[config.mk]
export PLATFORM = sky130hd
export DESIGN_NAME = rddp_queue
export DESIGN_NICKNAME = d
export VERILOG_FILES = /design/src/hw/rtl/rddp_pkg.sv /design/src/hw/rtl/rddp_queue.sv
export SDC_FILE = /design/constraint.sdc
export NUM_CORES = 1
export LEC_CHECK = 0
export ABC_AREA = 1
export BUFFER_PORTS_ARGS = -buffer_cell sky130_fd_sc_hd__buf_2
export CORE_MARGIN = 2
export CORE_UTILIZATION = 35
export CTS_BUF_LIST = sky130_fd_sc_hd__clkbuf_8
export DETAILED_ROUTE_END_ITERATION = 10
export GPL_TIMING_DRIVEN = 0
export PLACE_DENSITY = 0.61
export SLEW_MARGIN = 20
export SYNTH_ARGS = -nofsm -noshare
export SYNTH_HDL_FRONTEND = slang
export SYNTH_SLANG_ARGS = --single-unit
[constraint.sdc]
create_clock -name clk -period 10.39 [get_ports clk]
set_input_delay 0 -clock clk [delete_from_list [all_inputs] [get_ports clk]]
set_output_delay 0 -clock clk [all_outputs]
set_load 0.01 [all_outputs]
[src/hw/rtl/rddp_pkg.sv]
// Shared constants, types and helpers for the register dependency distance profiler.
// No dependencies.
package rddp_pkg;

    localparam int NUM_REGS = 256;
    localparam int NUM_BINS = 64;
    localparam int MAX_SRCS = 4;
    localparam int MAX_DSTS = 2;

    localparam int REG_W  = 8;
    localparam int BIN_W  = 6;
    localparam int SEQ_W  = 48;
    localparam int CNT_W  = 32;
    localparam int SLOT_W = $clog2(NUM_REGS);
    localparam int NB_W   = $clog2(NUM_BINS);
    localparam int HIDX_W = $clog2(3 * NUM_BINS);
    localparam int QDEPTH = 2;

    localparam int SMAX = (MAX_SRCS < 4) ? MAX_SRCS : 4;
    localparam int DMAX = (MAX_DSTS < 2) ? MAX_DSTS : 2;

    localparam logic [1:0] KIND_RAW = 2'd0;
    localparam logic [1:0] KIND_WAR = 2'd1;
    localparam logic [1:0] KIND_WAW = 2'd2;

    localparam logic CMD_RECORD = 1'b0;
    localparam logic CMD_READ   = 1'b1;

    // Input item
    typedef struct packed {
        logic             cmd;
        logic [2:0]       src_count;
        logic [REG_W-1:0] src_reg_0;
        logic [REG_W-1:0] src_reg_1;
        logic [REG_W-1:0] src_reg_2;
        logic [REG_W-1:0] src_reg_3;
        logic [1:0]       dst_count;
        logic [REG_W-1:0] dst_reg_0;
        logic [REG_W-1:0] dst_reg_1;
        logic [1:0]       hist_kind;
        logic [BIN_W-1:0] hist_bin;
    } in_item_t;

    typedef struct packed {
        logic [CNT_W-1:0] bin_count;
    } out_item_t;

    // Classified operation handed from front to back
    typedef struct packed {
        logic              is_read;
        logic              kind_bad;
        logic [1:0]        kind;
        logic [NB_W-1:0]   bin;
        logic [2:0]        nsrc;
        logic [1:0]        ndst;
        logic [3:0][SLOT_W-1:0] src;
        logic [1:0][SLOT_W-1:0] dst;
    } op_t;

    function automatic logic [SLOT_W-1:0] reg_slot(input logic [REG_W-1:0] id);
        logic [REG_W+SLOT_W-1:0] wide;
        wide = {{SLOT_W{1'b0}}, id};
        return wide[SLOT_W-1:0];
    endfunction

endpackage

[src/hw/rtl/rddp_queue.sv]
// Short FIFO of classified operations between front and back.
// Depends on rddp_pkg.
module rddp_queue (
    input  logic          clk,
    input  logic          rst_n,
    input  logic          wr_valid,
    input  rddp_pkg::op_t wr_data,
    output logic          wr_ready,
    output logic          rd_valid,
    output rddp_pkg::op_t rd_data,
    input  logic          rd_ready
);
    import rddp_pkg::*;

    op_t        mem_reg [QDEPTH];
    logic       wp_reg, rp_reg;
    logic [1:0] cnt_reg;
    logic       do_wr, do_rd;

    assign wr_ready = (cnt_reg != 2'(QDEPTH));
    assign rd_valid = (cnt_reg != 2'd0);
    assign rd_data  = mem_reg[rp_reg];
    assign do_wr    = wr_valid && wr_ready;
    assign do_rd    = rd_valid && rd_ready;

    // Storage
    always_ff @(posedge clk)
    begin
        if (do_wr)
        begin
            mem_reg[wp_reg] <= wr_data;
        end
    end

    // Pointers and fill
    always_ff @(posedge clk or negedge rst_n)
    begin
        if (!rst_n)
        begin
            wp_reg  <= 1'b0;
            rp_reg  <= 1'b0;
            cnt_reg <= 2'd0;
        end
        else
        begin
            if (do_wr) wp_reg <= ~wp_reg;
            if (do_rd) rp_reg <= ~rp_reg;
            cnt_reg <= cnt_reg + 2'(do_wr) - 2'(do_rd);
        end
    end
endmodule

; After elaboration in Yosys (flattened, before gate mapping)
; Memories as Yosys holds them, arrays and structs flattened.
; Index checks and enable logic that the tools add are counted.
[op_classes]
addsub = 2
eq_ne = 1
muxes = 2
bitwise = 2
reduce_logical = 3
[op_table]
columns = op, n
row1 = $add A2 B1 Y2, 1
row2 = $logic_and A1 B1 Y1, 2
row3 = $mux W1, 2
row4 = $ne A2 B2 Y1 const B, 1
row5 = $not A1 Y1, 2
row6 = $reduce_bool A2 Y1, 1
row7 = $sub A2 B1 Y2, 1
[word_totals]
register_bits = 4
mem_bits_rw = 126
in_bits = 67
output_inout_bits = 65
elab_cells = 14
memories = 1
[mem_list]
columns = name, words, width, rd, rd_ports_with_merged_regs, write_ports, line
row1 = mem_reg, 2, 63, 1, 0, 1, rddp_queue.sv:15  ; op_t mem_reg [QDEPTH];

; Depth between registers and ports, before layout
; Gate-level depths: netlist of run 1.
[logic_depth]
word_depth = 4
ltp_mapped = 10
depth_no_buf = 10

; Worst setup path after synthesis of run 1
; No wires, ideal clock.
[synth_timing]
path_type = flip-flop to flip-flop
start = reg cnt_reg[1]
end = mem mem_reg[1][0] (netlist bit) (enable)
setup_time_ps = 484
arrival_ps = 3261
required_time_ps = 9906
setup_slack_ps = 6645
stages_incl_launch_ff = 4
n_path_buf = 0
synth_period_minus_slack_ps = 3745
path_cell_list = dfrtp_1 -> nand2_1 -> nand2_1 -> nor2_1
[synth_via]
elab_chain_len = 4
[synth_lines]
columns = item, line
row1 = from (decl), rddp_queue.sv:17  ; logic [1:0] cnt_reg;
row2 = from (signal assigned), rddp_queue.sv:48  ; cnt_reg <= cnt_reg + 2'(do_wr) - 2'(do_rd);
row3 = $ne A2 B2 Y1, rddp_queue.sv:20  ; assign wr_ready = (cnt_reg != 2'(QDEPTH));
row4 = net wr_ready, rddp_queue.sv:8  ; output logic wr_ready,
row5 = $logic_and A1 B1 Y1, rddp_queue.sv:23  ; assign do_wr = wr_valid && wr_ready;
row6 = $mux W1, rddp_queue.sv:29  ; if (do_wr)
row7 = $mux W1 (implied by the code), rddp_queue.sv:31  ; mem_reg[wp_reg] <= wr_data;
row8 = to (decl), rddp_queue.sv:15
; The timed path passes the listed nets, and every way through them passes these cells.

; Worst setup path after layout of run 1
[layout_timing]
start = reg cnt_reg[0]
end = mem mem_reg[1][57] (netlist bit) (enable)
[layout_via]
elab_chain_len = 4
[layout_lines]
columns = item, line
row1 = $ne A2 B2 Y1, rddp_queue.sv:20
row2 = $logic_and A1 B1 Y1, rddp_queue.sv:23
row3 = $mux W1, rddp_queue.sv:29
row4 = $mux W1 (implied by the code), rddp_queue.sv:31
; Every way passes these cells.

==> flow_summary.yaml, run 1 <==
outcome:
  status: "complete, no violations"
cts:
  cts_resized: 0
  clock_sinks: 130
  clk_pin_slew_ns: 0.07
  post_cts_buffers: 0
  holdBufCountCts: 67
  clk_latency_ns: 0.44
  cts-buffers-inserted: 17
  cts_max_level: 4
  cts_buffer_depth: 2
  cts_root_buffer: "clkbuf_8"
  cts_tree: "yes"
logic_synthesis:
  synth_nets: 429
  synth-xor-area-share_pct: 0
  yosys.area_share.simple_pct: 16.05
  synth_seq_cells: 130
  yosys_warnings: 0
  synth.avg_cell_area_um2: 13.44
  synth_cells: 360
  synth_compound_area_share_pct: 0
  synthMuxAreaShare_pct: 0
  synthDistinctLibCells: 11
  syn_area_um2: 4840
  synth_top_family_by_area: "simple AND/OR/NAND/NOR gates"
  ys_seq_area_share_pct: 80.25
  synthAdderAreaFrac_pct: 0.5171
power_and_ir_drop:
  ir_drop_uv: 141.6
  clkPwrFrac_pct: 25.8
  combinationalPowerShare_pct: 33.2
  swShare_pct: 32.50
  switchingPower_uw: 587.7
  seq_power_share_pct: 41.0
  p_total_mw: 1.808
  powerDensity_nw_per_um2: 262.5
  leakage_nw: 2.998
  p_int_mw: 1.221
worst_setup_path:
  cp.required_ns: 10.53
  cp_num_buf_inv: 2
  worst_path_max_delay_cell: "nor2_4"
  crit_fanout: 25
  arrival_ns: 1.83
  r2r_cells: 5
  cpMostUsedCell: "nand2_1"
  crit_type: "flop to flop"
  cp_top_family: "simple AND/OR/NAND/NOR gates"
  cp-end-kind: "flop"
  reg2reg_from: "cnt_reg[0]"
  timing.rr.end: "mem_reg[1][57]"
  path_cells: "inv_1 -> nand2_1 -> nand2_1 -> nor2_4 -> buf_12"
  rrSetupSlack_ns: 8.70
  cp-start-kind: "flop"
  critPathMaxStageDelay_ns: 0.47
timing:
  worstMarginPinSlew_ns: 0.5573
  finalCriticalPeriod_ns: 1.690
  timing.final.max_slew_violations: 0
  setup_tns_ns: 0
  clock.fmax_mhz: 591.7
  period_share_pct: 16.27
  setup-violations-final: 0
  fin_ws_ns: 8.700
  hold_violations: 0
  rsz0062_at_grt: "false"
  skew_ns: 0.005061
  relSlewSlack_pct: 62.76
placement:
  dpl_cell_area_um2: 5786
  post-dp-hpwl_mm: 6.372
  gp_congestion: 0.6824
  post-place-ws_ns: 8.684
  io_buffer_count: 131
  dp_cells: 670
cells_and_area:
  antenna_cells: 0
  layout_commonest_cell: "nand2_1"
  fin_cells: 769
  fillers: 1184
  drive_above_1_share_pct: 29.68
  largest_register_ffs: 126
  final_cell_area_um2: 6888
  final_cell_mix: "nand2_1 (202), buf_2 (137), edfxtp_1 (126), dlygate4sd3_1 (67), clkbuf_8 (23)"
  syn_to_final_growth_pct: 42.32
  num-nets-final: 649
die:
  core_um2: 13350
  num_rows: 42
  dieHeight_um: 121.6
  io_pins: 132
  initial_core_util_pct: 36.26
  die_w_um: 121.6
  dieArea_um2: 14780
min_path:
  hold_start: "wr_data[7]"
  whs_endpoint: "mem_reg[1][7]"
  hold_class: "input port to flop"
  holdPathStages: 2
route:
  drt-total-wl_mm: 10.17
  drc: 0
  wl_per_cell_um: 13.22
  via_per_inst: 4.267
  dr_total_vias: 3281
  ant_nets: 0
  drt_iter0_drc: 142
  drt_pass1_iterations: 4
grt:
  grt_max_degree: 34
  grt_pass1_wl_mm: 16.09
  antenna_found_initial: 0
  grt_usage_pct: 14.59
  overflow: 0
  first_global_vias: 3371
job:
  max-cap-violations: 0
==> area by class of cell <==
class | count | area, µm² | share of cell area [%]
Clock buffer | 17 | 234.0 | 3.397
Tap cell | 176 | 220.2 | 3.197
Sequential cell | 130 | 3884 | 56.39
Timing Repair Buffer | 201 | 1386 | 20.13
Multi-Input combinational cell | 208 | 809.5 | 11.75
Inverter | 9 | 36.28 | 0.5268
Buffer | 13 | 120.1 | 1.744
Clock inverter | 15 | 197.7 | 2.870
==> cells by family after synthesis <==
family | count (synthesis)
buf+inv | 22
fa+ha+maj | 2
flops | 130
simple gates | 206
==> routing by layer <==
layer  GRT usage [%]  share of wire [%]  up-vias
met5               0                  0        -
met4           6.681                1.8        0
met3           4.588                4.9       13
met2           25.14                 52       92
met1           16.62                 42     1527
li1                -                  -     1649
==> worst max path at each step <==
stage,cells after the start,from,to,slack (ns)
after floorplan,3,cnt_reg[1],mem_reg[1][0],6.64
after global placement,3,cnt_reg[1],mem_reg[1][16],5.05
after detailed placement,5,cnt_reg[0],mem_reg[1][9],8.68
after CTS,5,cnt_reg[0],mem_reg[1][55],8.67
after global routing,5,cnt_reg[0],mem_reg[1][0],8.56
final,5,cnt_reg[0],mem_reg[1][57],8.70
==> cells in the mapped netlist (all sizes together) <==
library cell | n | share of area [%]
inv | 9 | 0.70
nor2 | 1 | 0.077
dfrtp | 4 | 2.1
nand3 | 3 | 0.31
clkbuf | 6 | 1.7
nand2 | 202 | 16
buf | 7 | 0.78
ha | 2 | 0.52
edfxtp | 126 | 78
==> worst register-to-register path, delay by kind of cell (launching register included) <==
kind                   cells  cell delay, ns
and+or+nand+nor            3            0.70
DFF                        1            0.35
buffers and inverters      2            0.32
==> through the flow <==
| stage | util (%) | hold WS (ns) |
|---|---|---|
| finish | 51.60 | 0.2755 |
| global route | 51.60 | 0.2592 |
| CTS | 51.60 | 0.2400 |
| detailed placement | 43.34 | -0.1875 |
| global placement | 42.82 | -0.1900 |
| floorplan | - | -0.2956 |
==> power by group through the flow <==
| stage | combinational, mW | clock, mW | sequential (mW) |
|---|---|---|---|
| after floorplan | 0.342 | 0 | 0.755 |
| after global placement | 0.570 | 0 | 0.765 |
| after detailed placement | 0.597 | 0 | 0.753 |
| after CTS | 0.618 | 0.479 | 0.742 |
| after global routing | 0.679 | 0.500 | 0.750 |
| final | 0.601 | 0.466 | 0.741 |
Note: power is estimated with default switching activity, not from simulation.
==> run 2, diff against run 1 <==
ABC_AREA = 0   (was 1)
PLACE_DENSITY = 0.63   (was 0.61)
clock period = 1.55 ns   (was 10.39 ns; I/O delays follow)
==> flow_summary.yaml, run 2 <==
grt:
  grt_max_degree: 33
  first_global_vias: 2920
  antenna_found_initial: 0
  grt_usage_pct: 13.15
  grt_pass1_wl_mm: 14.48
  overflow: 0
min_path:
  hold_class: "input port to flop"
  holdPathStages: 2
outcome:
  violations: "negative setup slack"
  status: "finished with violations"
worst_setup_path:
  path_depth: 7
  arrival_ns: 1.95
  worst_path_max_delay_cell: "dfrtp_1"
  cp-start-kind: "flop"
  path_cells: "or2_1 -> and2_4 -> ha_4 -> inv_2 -> ha_4 -> xnor2_2 -> xnor2_1"
  cpMostUsedCell: "ha_4"
  cp_top_family: "flip-flops"
  cp-end-kind: "flop"
  cp_num_buf_inv: 1
  cp.required_ns: 1.86
  crit_fanout: 3
  r2r_cells: 7
  crit_type: "flop to flop"
  critPathMaxStageDelay_ns: 0.43
cells_and_area:
  postLayoutCoreUtil_pct: 53.23
  layout_commonest_cell: "edfxtp_1"
  num-nets-final: 512
  multi_input_area_um2: 1104
  syn_to_final_growth_pct: 47.59
  final_cell_area_um2: 7446
  antenna_cells: 0
  largest_register_ffs: 126
  final_cell_mix: "edfxtp_1 (126), buf_2 (76), dlygate4sd3_1 (67), mux2_4 (60), buf_6 (55)"
  register_area_um2: 3885
  drive_above_1_share_pct: 53.96
  fillers: 1136
die:
  initial_core_util_pct: 36.06
  num_rows: 43
  core_um2: 13990
  dieHeight_um: 124.1
  die_w_um: 124.1
  io_pins: 132
  dieArea_um2: 15390
route:
  wl_per_cell_um: 15.93
  dr_total_vias: 2764
  drt-total-wl_mm: 10.10
  ant_nets: 0
  via_per_inst: 4.360
  drc: 0
  drt_pass1_iterations: 4
  drt_iter0_drc: 118
power_and_ir_drop:
  powerDensity_nw_per_um2: 1732
  swShare_pct: 28.95
  p_total_mw: 12.90
  leakage_nw: 2.987
  ir_drop_uv: 761.9
  seq_power_share_pct: 39.2
  p_int_mw: 9.162
  switchingPower_mw: 3.734
  combinationalPowerShare_pct: 43.7
  clkPwrFrac_pct: 17.0
cts:
  cts_root_buffer: "clkbuf_8"
  cts_tree: "yes"
  clk_latency_ns: 0.42
  cts_buffer_depth: 2
  cts_max_level: 4
  clock_sinks: 130
  cts-buffers-inserted: 17
  clk_pin_slew_ns: 0.07
timing:
  hold_violations: 0
  skew_ns: 0.004861
  finalCriticalPeriod_ns: 1.639
  period_share_pct: 105.7
  setup_tns_ns: -0.8427
  rsz0062_at_grt: "true"
  worstMarginPinSlew_ns: 0.4221
  fin_ws_ns: -0.08901
  relSlewSlack_pct: 71.86
  clock.fmax_mhz: 610.1
  timing.final.max_slew_violations: 0
  setup-violations-final: 60
logic_synthesis:
  synth_nets: 282
  ys_seq_area_share_pct: 76.98
  yosys-top-cells-area: "edfxtp_1 (75%), mux2_4 (18%), buf_12 (2.4%)"
  async_flop_share_pct: 3.077
  synthDominantCellAreaShare_pct: 75.00
  synthDistinctLibCells: 16
  synth.avg_cell_area_um2: 23.68
  ys_top_cells_by_count: "edfxtp_1 (126), mux2_4 (59), buf_12 (6), dfrtp_1 (4), mux2_2 (4)"
  synth-main-ff-cell: "edfxtp_1"
  synth-edff-count: 126
  yosysTopAreaCell: "edfxtp_1"
  synth_cells: 213
  syn_area_um2: 5045
  synth_seq_cells: 130
  yosys_warnings: 0
  post-synth-top-count-cell: "edfxtp_1"
placement:
  io_buffer_count: 131
  dpl_cell_area_um2: 6008
  post-dp-hpwl_mm: 5.853
  gp_congestion: 0.6254
job:
  max-cap-violations: 0
==> run 2: power groups by stage <==
| stage | Sequential, mW | Combinational (mW) | Clock, mW |
|---|---|---|---|
| after floorplan | 5.05 | 3.00 | 0 |
| after detailed placement | 5.09 | 4.39 | 0 |
| after global routing | 5.12 | 6.04 | 2.43 |
| after CTS | 5.05 | 5.63 | 2.29 |
| final | 5.06 | 5.64 | 2.20 |
| after global placement | 5.08 | 4.22 | 0 |
==> run 2: through the flow <==
| step | hold WS [ns] | std cells | worst slack (ns) |
|---|---|---|---|
| finish | 0.2927 | 634 | -0.08901 |
| global route | 0.2577 | 634 | -0.1373 |
| CTS | 0.2529 | 630 | -0.09303 |
| detailed placement | -0.1891 | 527 | -0.2805 |
| global placement | -0.1915 | 524 | -0.9775 |
| floorplan | -0.2956 | 213 | -0.4783 |
==> run 2: cell type report <==
class / count / area share (%)
clock inverters: 13 / 0.7562
well taps: 180 / 3.025
flip-flops and latches: 130 / 52.18
multi-input cells: 77 / 14.82
repair buffers: 209 / 24.15
clock buffers: 17 / 3.142
plain buffers: 7 / 1.882
inverters: 1 / 0.05041
==> run 2: path summary, 6_finish.rpt <==
| kind | start | endpoint | slack (ns) |
|---|---|---|---|
| max | cnt_reg[1] | cnt_reg[1] | -0.09 |
| min | wr_data[35] | mem_reg[1][35] | 0.29 |
| max reg2reg | cnt_reg[1] | cnt_reg[1] | -0.09 |
| min reg2reg | wp_reg | wp_reg | 0.63 |
| max in group asynchronous | rst_n | wp_reg | 0.84 |
| min in group asynchronous | rst_n | cnt_reg[0] | 0.52 |
==> run 2: logic make-up (layout without fill, tap and decap cells) <==
| logic type | count (synthesis) | in the layout | share of synthesized area (%) |
|---|---|---|---|
| flip-flops | 130 | 130 | 76.98 |
| multiplexers | 63 | 63 | 18.45 |
| buffers and inverters | 8 | 247 | 2.679 |
| AND/OR/NAND/NOR | 6 | 8 | 0.6946 |
| XOR/XNOR | 4 | 4 | 0.6946 |
| adder cells (fa/ha/maj) | 2 | 2 | 0.4960 |
==> run 2: timing repair <==
| item | 4_1_cts | 5_1_grt |
|---|---|---|
| setup endpoints to repair | 156 | 93 |
| buffers inserted | 5 | 3 |
| endpoints found under the hold margin | 133 | 0 |
| cloned | 1 | 1 |
| pin swaps | 8 | 2 |
| hold buffers | 67 | 0 |
| resized for setup | 64 | 2 |
==> run 2: layer usage <==
layer / vias up / wire (µm) / track usage [%]
met5: - / 0 / 0
met4: 0 / 168 / 5.899
met3: 12 / 585 / 5.357
met2: 86 / 5548 / 24.35
met1: 1361 / 3798 / 12.66
li1: 1305 / - / -
==> run 3, diff against run 2 <==
REMOVE_ABC_BUFFERS = 1   (was not set)
==> flow_summary.yaml, run 3 (same netlist as run 2, synthesis figures left out) <==
grt:
  antenna_found_initial: 0
  first_global_vias: 2949
  grt_pass1_wl_mm: 15.04
  grt_usage_pct: 13.72
  overflow: 0
  grt_max_degree: 35
route:
  ant_nets: 0
  dr_total_vias: 2776
  drt_pass1_iterations: 4
  drc: 0
  drt_iter0_drc: 97
  drt-total-wl_mm: 10.32
  via_per_inst: 4.379
  wl_per_cell_um: 16.27
placement:
  gp_congestion: 0.6509
  io_buffer_count: 131
  post-dp-hpwl_mm: 5.715
  dp_cells: 521
  post-place-ws_ns: -0.3872
timing:
  setup-violations-final: 63
  timing.final.max_slew_violations: 0
  hold_ws_ns: 0.2848
  skew_ns: 0.005862
  relSlewSlack_pct: 72.86
  setup_tns_ns: -5.742
  period_share_pct: 109.7
  fin_ws_ns: -0.1503
  hold_violations: 0
  worstMarginPinSlew_ns: 0.4070
  clock.fmax_mhz: 588.1
  finalCriticalPeriod_ns: 1.700
  rsz0062_at_grt: "true"
power_and_ir_drop:
  combinationalPowerShare_pct: 40.2
  ir_drop_uv: 1100
  seq_power_share_pct: 35.9
  clkPwrFrac_pct: 23.9
  switchingPower_mw: 3.921
  swShare_pct: 27.82
  leakage_nw: 3.038
  p_int_mw: 10.17
  powerDensity_nw_per_um2: 1853
worst_setup_path:
  reg2reg_from: "cnt_reg[1]"
  rrSetupSlack_ns: -0.15
  cp.required_ns: 1.86
  crit_type: "flop to flop"
  cp-end-kind: "flop"
  timing.rr.end: "cnt_reg[1]"
  cp-start-kind: "flop"
  r2r_cells: 7
  crit_fanout: 3
  arrival_ns: 2.01
  startpoint: "cnt_reg[1]"
cells_and_area:
  final_cell_mix: "edfxtp_1 (126), buf_2 (76), dlygate4sd3_1 (67), mux2_4 (60), buf_6 (57)"
  num-nets-final: 510
  layout_commonest_cell: "edfxtp_1"
  drive_above_1_share_pct: 55.95
  largest_register_ffs: 126
  antenna_cells: 0
  fin_cells: 634
  postLayoutCoreUtil_pct: 54.36
  fillers: 1133
  syn_to_final_growth_pct: 50.72
outcome:
  violations: "negative setup slack"
  status: "finished with violations"
die:
  die_w_um: 124.1
  io_pins: 132
  dieHeight_um: 124.1
  dieArea_um2: 15390
  initial_core_util_pct: 36.06
  core_um2: 13990
  num_rows: 43
cts:
  cts-buffers-inserted: 17
  cts_max_level: 4
  clk_latency_ns: 0.43
  clock_sinks: 130
  cts_root_buffer: "clkbuf_8"
  cts_buffer_depth: 2
  cts_tree: "yes"
  clk_pin_slew_ns: 0.07
min_path:
  holdPathStages: 2
  whs_endpoint: "mem_reg[0][29]"
  hold_start: "wr_data[29]"
  hold_class: "input port to flop"
job:
  max-cap-violations: 0
## run 3: changes by cell type in the layout (fill, tap and decap cells not counted), sizes merged
cell,previous run,this run
buf,149,146
bufinv,0,6
clkinv,10,3
clkinvlp,1,4
clkbuf,17,18
## run 3: repair_timing
item / 4_1_cts / 5_1_grt
hold buffers: 67 / 0
setup endpoints to repair: 162 / 143
endpoints found under the hold margin: 133 / 0
gates resized for setup: 65 / 6
setup buffers: 10 / 2
pin swaps: 7 / 3
gates cloned: 2 / 1
## run 3: worst max-delay path, stage by stage (launching register included)
cell and delay (ns):
dfrtp_2 0.43, or2_4 0.24, and2_4 0.16, ha_4 0.26
inv_2 0.04, ha_4 0.17, xnor2_4 0.13, xnor2_2 0.14
## run 3: layout make-up
cell class | instances | area (µm²) | share of cell area (%)
inverter | 1 | 3.754 | 0.04937
sequential | 130 | 3889 | 51.14
multi-input combinational | 77 | 1120 | 14.73
timing repair buffer | 214 | 1893 | 24.90
tap | 180 | 225.2 | 2.962
clock buffer | 17 | 234.0 | 3.077
clock inverter | 15 | 239.0 | 3.143
## run 3: power by group through the flow
stage | clock (mW) | combinational, mW | sequential, mW
final | 3.36 | 5.67 | 5.06
after CTS | 3.47 | 5.53 | 5.07
after detailed placement | 0 | 3.89 | 5.34
after global routing | 3.60 | 6.05 | 5.13
after global placement | 0 | 2.47 | 5.18
after floorplan | 0 | 2.10 | 5.33
## run 3: how the worst max path moves through the flow
stage / to / slack [ns] / depth (start not counted)
6_report: cnt_reg[1] / -0.15 / 7
3_3_place_gp: mem_reg[0][59] / -3.89 / 3
4_1_cts: cnt_reg[1] / -0.20 / 7
2_1_floorplan: mem_reg[0][0] / -2.23 / 3
5_1_grt: rd_data[1] / -0.22 / 3
3_5_place_dp: mem_reg[0][35] / -0.39 / 4
## run 3: metrics by stage
stage / area (µm²) / power [mW]
6_report: 7604 / 14.09
5_1_grt: 7604 / 14.78
4_1_cts: 7556 / 14.07
3_5_place_dp: 5906 / 9.229
3_3_place_gp: 5794 / 7.654
2_1_floorplan: 4913 / 7.431
## run 3: routing by layer
| layer | vias up | wire, µm | track usage [%] | share of wire, % |
|---|---|---|---|---|
| met5 | - | 0 | 0 | 0 |
| li1 | 1301 | - | - | - |
| met4 | 0 | 157 | 4.916 | 1.5 |
| met3 | 13 | 616 | 5.952 | 6.0 |
| met1 | 1370 | 4155 | 14.85 | 40 |
| met2 | 92 | 5389 | 23.87 | 52 |
